### src/rtl/pht_pkg.sv
// package: types, codes and constants shared by the periodic hook table
package pht_pkg;

   localparam int NUM_SLOTS_DEF = 16;
   localparam int SLOT_W        = 4;
   localparam int TIME_W        = 64;
   localparam int MAX_SLOTS     = 1 << SLOT_W;

   typedef enum logic [1:0] {
      CMD_REGISTER   = 2'd0,
      CMD_ENABLE     = 2'd1,
      CMD_UNREGISTER = 2'd2,
      CMD_FIRE       = 2'd3
   } cmd_type;

   typedef enum logic [1:0] {
      STATUS_OK      = 2'd0,
      STATUS_FULL    = 2'd1,
      STATUS_NOALLOC = 2'd2
   } status_type;

   typedef enum logic [1:0] {
      MODE_UNUSED   = 2'd0,
      MODE_ALLOCED  = 2'd1,
      MODE_DISABLED = 2'd2,
      MODE_ENABLED  = 2'd3
   } mode_type;

   typedef enum logic [2:0] {
      ST_IDLE,
      ST_EXEC,
      ST_SCAN,
      ST_DRAIN,
      ST_FLUSH
   } state_type;

   typedef struct packed {
      cmd_type           cmd;
      logic [SLOT_W-1:0] slot;
      logic [TIME_W-1:0] period;
      logic [TIME_W-1:0] now;
   } req_type;

   typedef struct packed {
      logic [SLOT_W-1:0] out_slot;
      status_type        status;
      logic              due;
      logic              last;
   } rsp_type;

   typedef struct packed {
      logic load;
      logic exec;
      logic scan_step;
      logic flush;
   } ctrl_type;

   typedef struct packed {
      logic req_fire;
      logic scan_last;
   } stat_type;

endpackage

### src/rtl/pht_ctrl.sv
// controller state machine for the periodic hook table
module pht_ctrl (
   input  logic              clock,
   input  logic              reset,
   input  logic              start,
   input  pht_pkg::stat_type stat,
   output pht_pkg::ctrl_type ctrl,
   output logic              busy
);
   import pht_pkg::*;

   state_type state_ff;
   state_type state_in;

   always_ff @(posedge clock) begin
      if (reset) begin
         state_ff <= ST_IDLE;
      end else begin
         state_ff <= state_in;
      end
   end

   always_comb begin
      state_in = state_ff;
      case (state_ff)
         ST_IDLE: begin
            if (start) begin
               state_in = stat.req_fire ? ST_SCAN : ST_EXEC;
            end
         end
         ST_EXEC:  state_in = ST_IDLE;
         ST_SCAN: begin
            if (stat.scan_last) begin
               state_in = ST_DRAIN;
            end
         end
         ST_DRAIN: state_in = ST_FLUSH;
         ST_FLUSH: state_in = ST_IDLE;
         default:  state_in = ST_IDLE;
      endcase
   end

   always_comb begin
      ctrl = '0;
      busy = 1'b1;
      case (state_ff)
         ST_IDLE: begin
            busy      = 1'b0;
            ctrl.load = start;
         end
         ST_EXEC:  ctrl.exec = 1'b1;
         ST_SCAN:  ctrl.scan_step = 1'b1;
         ST_DRAIN: ctrl = '0;
         ST_FLUSH: ctrl.flush = 1'b1;
         default:  ctrl = '0;
      endcase
   end

endmodule

### src/rtl/pht_datapath.sv
// datapath: slot modes, period and start-time memories, scan compare and result register
module pht_datapath #(
   parameter int NUM_SLOTS = pht_pkg::NUM_SLOTS_DEF
) (
   input  logic              clock,
   input  logic              reset,
   input  pht_pkg::req_type  req_item,
   input  pht_pkg::ctrl_type ctrl,
   output pht_pkg::stat_type stat,
   output logic              rsp_strobe,
   output pht_pkg::rsp_type  rsp_item
);
   import pht_pkg::*;

   localparam int ADDR_SLOTS = (NUM_SLOTS < MAX_SLOTS) ? NUM_SLOTS : MAX_SLOTS;
   localparam int IW         = (ADDR_SLOTS > 1) ? $clog2(ADDR_SLOTS) : 1;

   req_type           req_ff;
   mode_type          mode_ff [ADDR_SLOTS];
   mode_type          mode_in [ADDR_SLOTS];
   logic [TIME_W-1:0] period_mem [ADDR_SLOTS];
   logic [TIME_W-1:0] start_mem [ADDR_SLOTS];

   logic [IW-1:0]     cnt_ff, cnt_in;
   logic              cmp_vld_ff;
   logic [IW-1:0]     cmp_idx_ff;
   logic [TIME_W-1:0] rd_period_ff;
   logic [TIME_W-1:0] rd_start_ff;
   logic              pend_vld_ff, pend_vld_in;
   logic [IW-1:0]     pend_idx_ff, pend_idx_in;
   logic              rsp_strobe_ff, rsp_strobe_in;
   rsp_type           rsp_ff, rsp_in;

   logic              free_found;
   logic [IW-1:0]     free_idx;
   logic              slot_alloc;
   logic [IW-1:0]     slot_idx;
   logic [TIME_W:0]   due_sum;
   logic              hit;
   logic              wr_en;
   logic              wr_period;
   logic [IW-1:0]     wr_addr;
   logic [TIME_W-1:0] wr_start;

   // lowest unused slot
   always_comb begin
      free_found = 1'b0;
      free_idx   = '0;
      for (int i = ADDR_SLOTS - 1; i >= 0; i--) begin
         if (mode_ff[i] == MODE_UNUSED) begin
            free_found = 1'b1;
            free_idx   = IW'(i);
         end
      end
   end

   assign slot_idx   = req_ff.slot[IW-1:0];
   assign slot_alloc = ({1'b0, req_ff.slot} < (SLOT_W + 1)'(ADDR_SLOTS)) &&
                       (mode_ff[slot_idx] != MODE_UNUSED);

   // sum kept one bit wider so an overflowing sum is never due
   assign due_sum = {1'b0, rd_start_ff} + {1'b0, rd_period_ff};
   assign hit     = cmp_vld_ff && (mode_ff[cmp_idx_ff] == MODE_ENABLED) &&
                    ({1'b0, req_ff.now} >= due_sum);

   assign stat.req_fire  = (req_item.cmd == CMD_FIRE);
   assign stat.scan_last = (cnt_ff == IW'(ADDR_SLOTS - 1));

   always_comb begin
      mode_in       = mode_ff;
      cnt_in        = cnt_ff;
      pend_vld_in   = pend_vld_ff;
      pend_idx_in   = pend_idx_ff;
      rsp_strobe_in = 1'b0;
      rsp_in        = rsp_ff;
      wr_en         = 1'b0;
      wr_period     = 1'b0;
      wr_addr       = cmp_idx_ff;
      wr_start      = req_ff.now;

      if (ctrl.load) begin
         cnt_in      = '0;
         pend_vld_in = 1'b0;
      end

      if (ctrl.scan_step) begin
         cnt_in = cnt_ff + IW'(1);
      end

      if (ctrl.exec) begin
         rsp_strobe_in   = 1'b1;
         rsp_in.out_slot = req_ff.slot;
         rsp_in.status   = STATUS_OK;
         rsp_in.due      = 1'b0;
         rsp_in.last     = 1'b1;
         case (req_ff.cmd)
            CMD_REGISTER: begin
               if (free_found) begin
                  mode_in[free_idx] = MODE_DISABLED;
                  wr_en             = 1'b1;
                  wr_period         = 1'b1;
                  wr_addr           = free_idx;
                  wr_start          = '0;
                  rsp_in.out_slot   = SLOT_W'(free_idx);
               end else begin
                  rsp_in.out_slot = '0;
                  rsp_in.status   = STATUS_FULL;
               end
            end
            CMD_ENABLE: begin
               if (slot_alloc) begin
                  mode_in[slot_idx] = MODE_ENABLED;
               end else begin
                  rsp_in.status = STATUS_NOALLOC;
               end
            end
            CMD_UNREGISTER: begin
               if (slot_alloc) begin
                  mode_in[slot_idx] = MODE_UNUSED;
               end else begin
                  rsp_in.status = STATUS_NOALLOC;
               end
            end
            default: rsp_in.status = STATUS_OK;
         endcase
      end

      // a due slot is held until the next one shows whether it is the final transfer
      if (hit) begin
         wr_en       = 1'b1;
         pend_vld_in = 1'b1;
         pend_idx_in = cmp_idx_ff;
         if (pend_vld_ff) begin
            rsp_strobe_in   = 1'b1;
            rsp_in.out_slot = SLOT_W'(pend_idx_ff);
            rsp_in.status   = STATUS_OK;
            rsp_in.due      = 1'b1;
            rsp_in.last     = 1'b0;
         end
      end

      if (ctrl.flush) begin
         rsp_strobe_in   = 1'b1;
         rsp_in.out_slot = pend_vld_ff ? SLOT_W'(pend_idx_ff) : '0;
         rsp_in.status   = STATUS_OK;
         rsp_in.due      = pend_vld_ff;
         rsp_in.last     = 1'b1;
         pend_vld_in     = 1'b0;
      end
   end

   always_ff @(posedge clock) begin
      if (reset) begin
         for (int i = 0; i < ADDR_SLOTS; i++) begin
            mode_ff[i] <= MODE_UNUSED;
         end
         cmp_vld_ff    <= 1'b0;
         pend_vld_ff   <= 1'b0;
         rsp_strobe_ff <= 1'b0;
      end else begin
         mode_ff       <= mode_in;
         cmp_vld_ff    <= ctrl.scan_step;
         pend_vld_ff   <= pend_vld_in;
         rsp_strobe_ff <= rsp_strobe_in;
      end
   end

   always_ff @(posedge clock) begin
      if (ctrl.load) begin
         req_ff <= req_item;
      end
      cnt_ff      <= cnt_in;
      cmp_idx_ff  <= cnt_ff;
      pend_idx_ff <= pend_idx_in;
      rsp_ff      <= rsp_in;
   end

   // slot memories
   always_ff @(posedge clock) begin
      if (wr_en) begin
         start_mem[wr_addr] <= wr_start;
      end
      if (wr_en && wr_period) begin
         period_mem[wr_addr] <= req_ff.period;
      end
      rd_period_ff <= period_mem[cnt_ff];
      rd_start_ff  <= start_mem[cnt_ff];
   end

   assign rsp_strobe = rsp_strobe_ff;
   assign rsp_item   = rsp_ff;

endmodule

### src/rtl/periodic_hook_table.sv
// top level of the periodic hook table: controller and datapath
//
// A command is taken when start is high and busy is low. Register, enable and
// unregister give one result in the same cycle that busy falls. Fire scans
// the slot table one slot per cycle through the period and start memories,
// and keeps busy high through the scan and the drain and flush states after
// it. Its results come out during the scan and at its end, each on rsp_item
// for one cycle with rsp_strobe high; the final transfer has last set.
// Results cannot be held off, so the receiver must take every strobe.
module periodic_hook_table #(
   parameter int NUM_SLOTS = pht_pkg::NUM_SLOTS_DEF
) (
   input  logic             clock,
   input  logic             reset,
   input  logic             start,
   output logic             busy,
   input  pht_pkg::req_type req_item,
   output logic             rsp_strobe,
   output pht_pkg::rsp_type rsp_item
);
   import pht_pkg::*;

   ctrl_type ctrl;
   stat_type stat;

   pht_ctrl u_ctrl (
      .clock (clock),
      .reset (reset),
      .start (start),
      .stat  (stat),
      .ctrl  (ctrl),
      .busy  (busy)
   );

   pht_datapath #(
      .NUM_SLOTS (NUM_SLOTS)
   ) u_datapath (
      .clock      (clock),
      .reset      (reset),
      .req_item   (req_item),
      .ctrl       (ctrl),
      .stat       (stat),
      .rsp_strobe (rsp_strobe),
      .rsp_item   (rsp_item)
   );

endmodule

### config.mk
export PLATFORM = sky130hd
export DESIGN_NAME = periodic_hook_table
export DESIGN_NICKNAME = d
export VERILOG_FILES = /design/src/rtl/pht_pkg.sv /design/src/rtl/pht_ctrl.sv /design/src/rtl/pht_datapath.sv /design/src/rtl/periodic_hook_table.sv
export SDC_FILE = /design/constraint.sdc
export NUM_CORES = 2
export LEC_CHECK = 0
export BUFFER_PORTS_ARGS = -buffer_cell sky130_fd_sc_hd__buf_2
export CORE_AREA = 2 2 389 391
export CTS_CLUSTER_DIAMETER = 60
export DETAILED_ROUTE_END_ITERATION = 8
export DIE_AREA = 0 0 391 393
export HOLD_SLACK_MARGIN = 0.1
export PLACE_DENSITY = 0.79
export SLEW_MARGIN = 30
export SYNTH_ARGS = -nofsm -noshare
export SYNTH_HDL_FRONTEND = slang
export SYNTH_SLANG_ARGS = --single-unit
### constraint.sdc
create_clock -name clock -period 12.38 [get_ports clock]
set_input_delay 1.238 -clock clock [delete_from_list [all_inputs] [get_ports clock]]
set_output_delay 1.238 -clock clock [all_outputs]
set_load 0.1 [all_outputs]
==> impl.org <==
** Status
- Status :: completed

** Route
- Initial DRT Pass Iterations :: 6
- Dividing the detail-routed via count by the number of cells gives 6.78.
- Post-DRT Antenna Nets :: 0
- Total DRC errors in the routed layout :: 0
- Average detailed-routed wire length per instance :: 30.3 µm
- Drt initial violations :: 7192
- Number of vias after detailed routing :: 51800
- Total Routed Length :: 232000 µm

** Worst setup path
- The critical path runs through a total of 25 cells.
- For this run, the slowest stage of the critical path takes 0.85 ns.
- Category of the most critical setup path :: flip-flop to flip-flop
- The critical path ends at u_datapath.start_mem[3][12].
- Worst path slowest cell :: nor4_1
- Counting both buffers and inverters, the worst setup path holds a total of 2.
- R2R Path End :: u_datapath.start_mem[3][12]
- Largest driver fanout on the critical path :: 46
- Type of element launching the critical path :: flip-flop
- The worst register-to-register path begins at u_datapath.rd_start_ff[0].
- The worst setup path is captured at a flip-flop.
- Tracing the worst setup path back leads to its startpoint at u_datapath.rd_start_ff[0].
- In this design, the largest share of critical-path delay is due to compound AO/OA/AOI/OAI gates.
- STA puts the critical path data required time at 12.84 ns.
- Depth of the worst register-to-register path :: 25
- Data arrival, critical path :: 9.56 ns
- The setup check on the worst reg-to-reg path leaves a slack of 3.28 ns.

** Yosys
- YS warnings :: 0
- In this run, synthesis inferred 2190 flip-flops with an integrated enable.
- The synthesized netlist devotes 3.06% of its cell area to simple gates.
- Area fraction of the dominant cell type after synthesis :: 70.2%
- Number of library cell types mapped by synthesis :: 77
- Share of flip-flops with an asynchronous set or reset :: 0%
- Dividing the synthesized area by the synthesized cell count gives 17.6 µm².
- Most common library cells after synthesis :: edfxtp_1, mux2i_1, o21ai_0
- Share of cell area taken by muxes after synthesis :: 12.0%
- Biggest area contributors in the synthesized netlist :: edfxtp_1, mux4_2, mux2i_1, dfxtp_1, ha_1
- Number of nets produced by synthesis :: 5589
- Sequential cells were found to cover 74.0% of the synthesized design area.
- Synthesis inferred 2368 register bits.
- Compound-gate portion of the synthesized area :: 7.27%
- The synthesized design spends more area on one cell type than any other, namely edfxtp_1.
- By area, the combinational part of the netlist is dominated by multiplexers.
- The most used flip-flop cell after synthesis is edfxtp_1.
- edfxtp_1 is the most common cell in the netlist.
- Post-Synth XOR/XNOR Area :: 0.580%
- Adder-cell share of the synthesized area :: 1.80%
- The synthesized netlist occupies a cell area of 93600 µm².
- Post-synthesis cell count :: 5318

** Power and ir drop
- Combinational Power Share :: 12.0%
- Net Switching :: 4.43 mW
- Cell-internal power :: 13.5 mW
- Final Power :: 17.9 mW
- Portion of total power attributed to the clock network :: 37.5%
- Sw Ratio :: 24.7%
- Across the VDD grid, the largest voltage drop is 169 µV.
- Sequential share of power :: 50.5%
- Dividing total power by cell area gives a power density of 172 nW/µm².
- Leak pwr :: 34.7 nW

** Global route
- Congestion Overflow GR :: 0
- Maximum number of pins on one net before global-route repair :: 143
- The number of global-route vias before repair is 51000.
- Global routing consumed, over all layers together, 30.2% of the routing resources.
- The first global-routing pass estimated 336000 µm of wire.
- The initial antenna violation count was 25.

** Cells and area
- The layout has 9040 filler cells.
- Growth of design area from synthesis to finish :: 11.5%
- Cells with a size suffix above 1 make up 18.6% of the layout.
- Total area of sequential cells :: 69300 µm²
- Multi-input logic area :: 23600 µm²
- Fin nets :: 5771

** Timing
- Number of max-slew violations in the final report :: 0
- The final critical path takes up 73.5% of the cycle.
- The final number of hold-violating endpoints came to 0.
- For the pin with the worst max-slew slack, the measured transition is 1.06 ns.
- Headroom to the max-slew limit came out at 28.6%.
- Timing would allow up to 0.110 GHz.
- Counting I/O delays and the setup requirement, the final critical path takes 9.10 ns.
- The clock arrives with 0.0435 ns of skew.
- Unrepaired setup endpoints after global routing :: no
- Setup total negative slack on the finished layout was measured at 0 ns.
- Final setup vio count :: 0

** Die
- 147 I/O pins were placed.
- Die X-Extent :: 391 µm
- For this configuration, the core starts out at a cell density of 62.7%.
- The floorplan has 142 rows.
- Vert. Die Dim :: 393 µm
- Floorplan core area :: 149000 µm²
- The die covers 154000 µm².

** Place
- Port Buffer Count :: 146
- Gp weighted congestion :: 0.887
- Detailed placement ended at an HPWL of 134000 µm.

** Clocking
- Largest buffer count on any clock path :: 3
- Post-CTS Repair Setup Buffers :: 0
- Root buffer cell :: clkbuf_16
- For the worst-skew pair, the clock arrives at the later sink with an insertion delay of 0.86 ns.
- The clock net in this run drives a total of 2368 sinks.
- The H-tree generated during clock tree synthesis spans 4 levels.
- Gates resized during post-CTS repair numbered 0.
- Clock-pin slew reported for the worst setup and hold paths after clock tree synthesis :: 0.06 ns
- Buffers inserted to repair hold after CTS numbered 0.
- TritonCTS built the clock tree.
- Number of clock buffers inserted by TritonCTS :: 224

** Job
- Max Cap Violations :: 0

** Hold path
- The worst hold path belongs to the class flip-flop to flip-flop.
-- metrics by stage --
stage                     setup slack, ns  hold WS, ns  area, µm²  std cells  utilization, %
after floorplan                     0.903        0.346      93600       5318               -
after global placement               2.92        0.445      96700       7211            64.8
after detailed placement             3.22        0.444      96900       7216            65.0
after CTS                            3.20        0.459     104000       7634            69.8
after global routing                 2.83        0.478     104000       7639            69.9
final                                3.28        0.451     104000       7643            69.9
-- power by group through the flow --
stage / logic, mW / registers, mW / clock network (mW)
2_1_floorplan: 1.46 / 9.17 / 0
3_3_place_gp: 2.07 / 9.20 / 0
3_5_place_dp: 2.11 / 9.21 / 0
4_1_cts: 2.13 / 9.04 / 6.79
5_1_grt: 2.33 / 9.05 / 7.08
6_report: 2.15 / 9.05 / 6.72
-- cells in the final DEF, fill, tap and decap left out, types with 9 or more instances in the layout --
cell type	n
mux2i_1	389
inv_1	23
nand4_1	32
buf_6	19
a211oi_1	20
mux4_2	263
clkinv_1	48
ha_1	133
o21bai_1	14
nor3_1	32
a221oi_1	132
a21o_1	68
o21ai_0	326
and3_1	14
a21oi_1	261
edfxtp_1	2190
xor2_1	28
mux2_2	129
xnor2_1	34
nor2_1	97
nor2b_2	56
buf_4	54
clkbuf_8	13
a31oi_1	11
nor2b_1	23
clkinv_2	34
bufinv_16	17
nand3_1	29
dfxtp_1	178
clkbuf_1	49
nand2_1	229
nor2_4	33
clkbuf_16	225
o21a_1	12
nand2b_1	18
a22oi_1	132
nor4_1	9
buf_2	146
-- worst min-delay path by stage --
stage / from / to / slack, ns / cells after the start
after CTS: u_datapath.rsp_item[1] / u_datapath.rsp_item[1] / 0.46 / 1
after global routing: u_datapath.rsp_item[1] / u_datapath.rsp_item[1] / 0.48 / 1
after detailed placement: u_datapath.rsp_item[1] / u_datapath.rsp_item[1] / 0.44 / 1
after global placement: u_datapath.rsp_item[1] / u_datapath.rsp_item[1] / 0.44 / 1
after floorplan: u_datapath.cnt_ff[3] / u_datapath.cmp_idx_ff[3] / 0.35 / 0
final: u_datapath.rsp_item[1] / u_datapath.rsp_item[1] / 0.45 / 1
-- cell families (layout without fill, tap and decap cells) --
logic type,after synthesis,in the layout
flops,2368,2368
compound gates,1064,1064
mux,781,781
simple gates,609,609
buf+inv,300,674
fa+ha+maj,134,134
xor+xnor,62,62
other cells,0,7
-- worst register-to-register path: cells and delay by family (launching register included) --
kind | cells | cell delay, ns
buf+inv | 2 | 0.86
flops | 1 | 0.33
compound gates | 12 | 3.52
fa+ha+maj | 3 | 0.90
simple gates | 8 | 3.02
-- area by class of cell --
cell class | instances | area share (%)
Sequential cell | 2368 | 66.4
Multi-Input combinational cell | 2650 | 22.6
Clock buffer | 287 | 5.74
Tap cell | 1944 | 2.33
Timing Repair Buffer | 232 | 1.59
Clock inverter | 131 | 1.21
Inverter | 24 | 0.0863
Antenna cell | 7 | 0.0168
-- state kept, by name (all words and copies together), names as in the netlist, 8 cells and up --
signal,flops
u_datapath.rd_start_ff,64
u_datapath.start_mem,1024
u_datapath.period_mem,1024
u_datapath.rsp_item,8
u_datapath.req_ff,130
u_datapath.rd_period_ff,64
u_datapath.mode_ff,32
-- metal layers --
| layer | GRT usage, % | vias to the layer above | routed length, µm |
|---|---|---|---|
| met5 | 0 | - | 101 |
| met4 | 11.5 | 16 | 8680 |
| met3 | 6.47 | 536 | 25100 |
| met2 | 48.0 | 3189 | 111000 |
| met1 | 41.6 | 26200 | 87100 |
| li1 | - | 21800 | - |
Power figures use the tool's default switching activity.
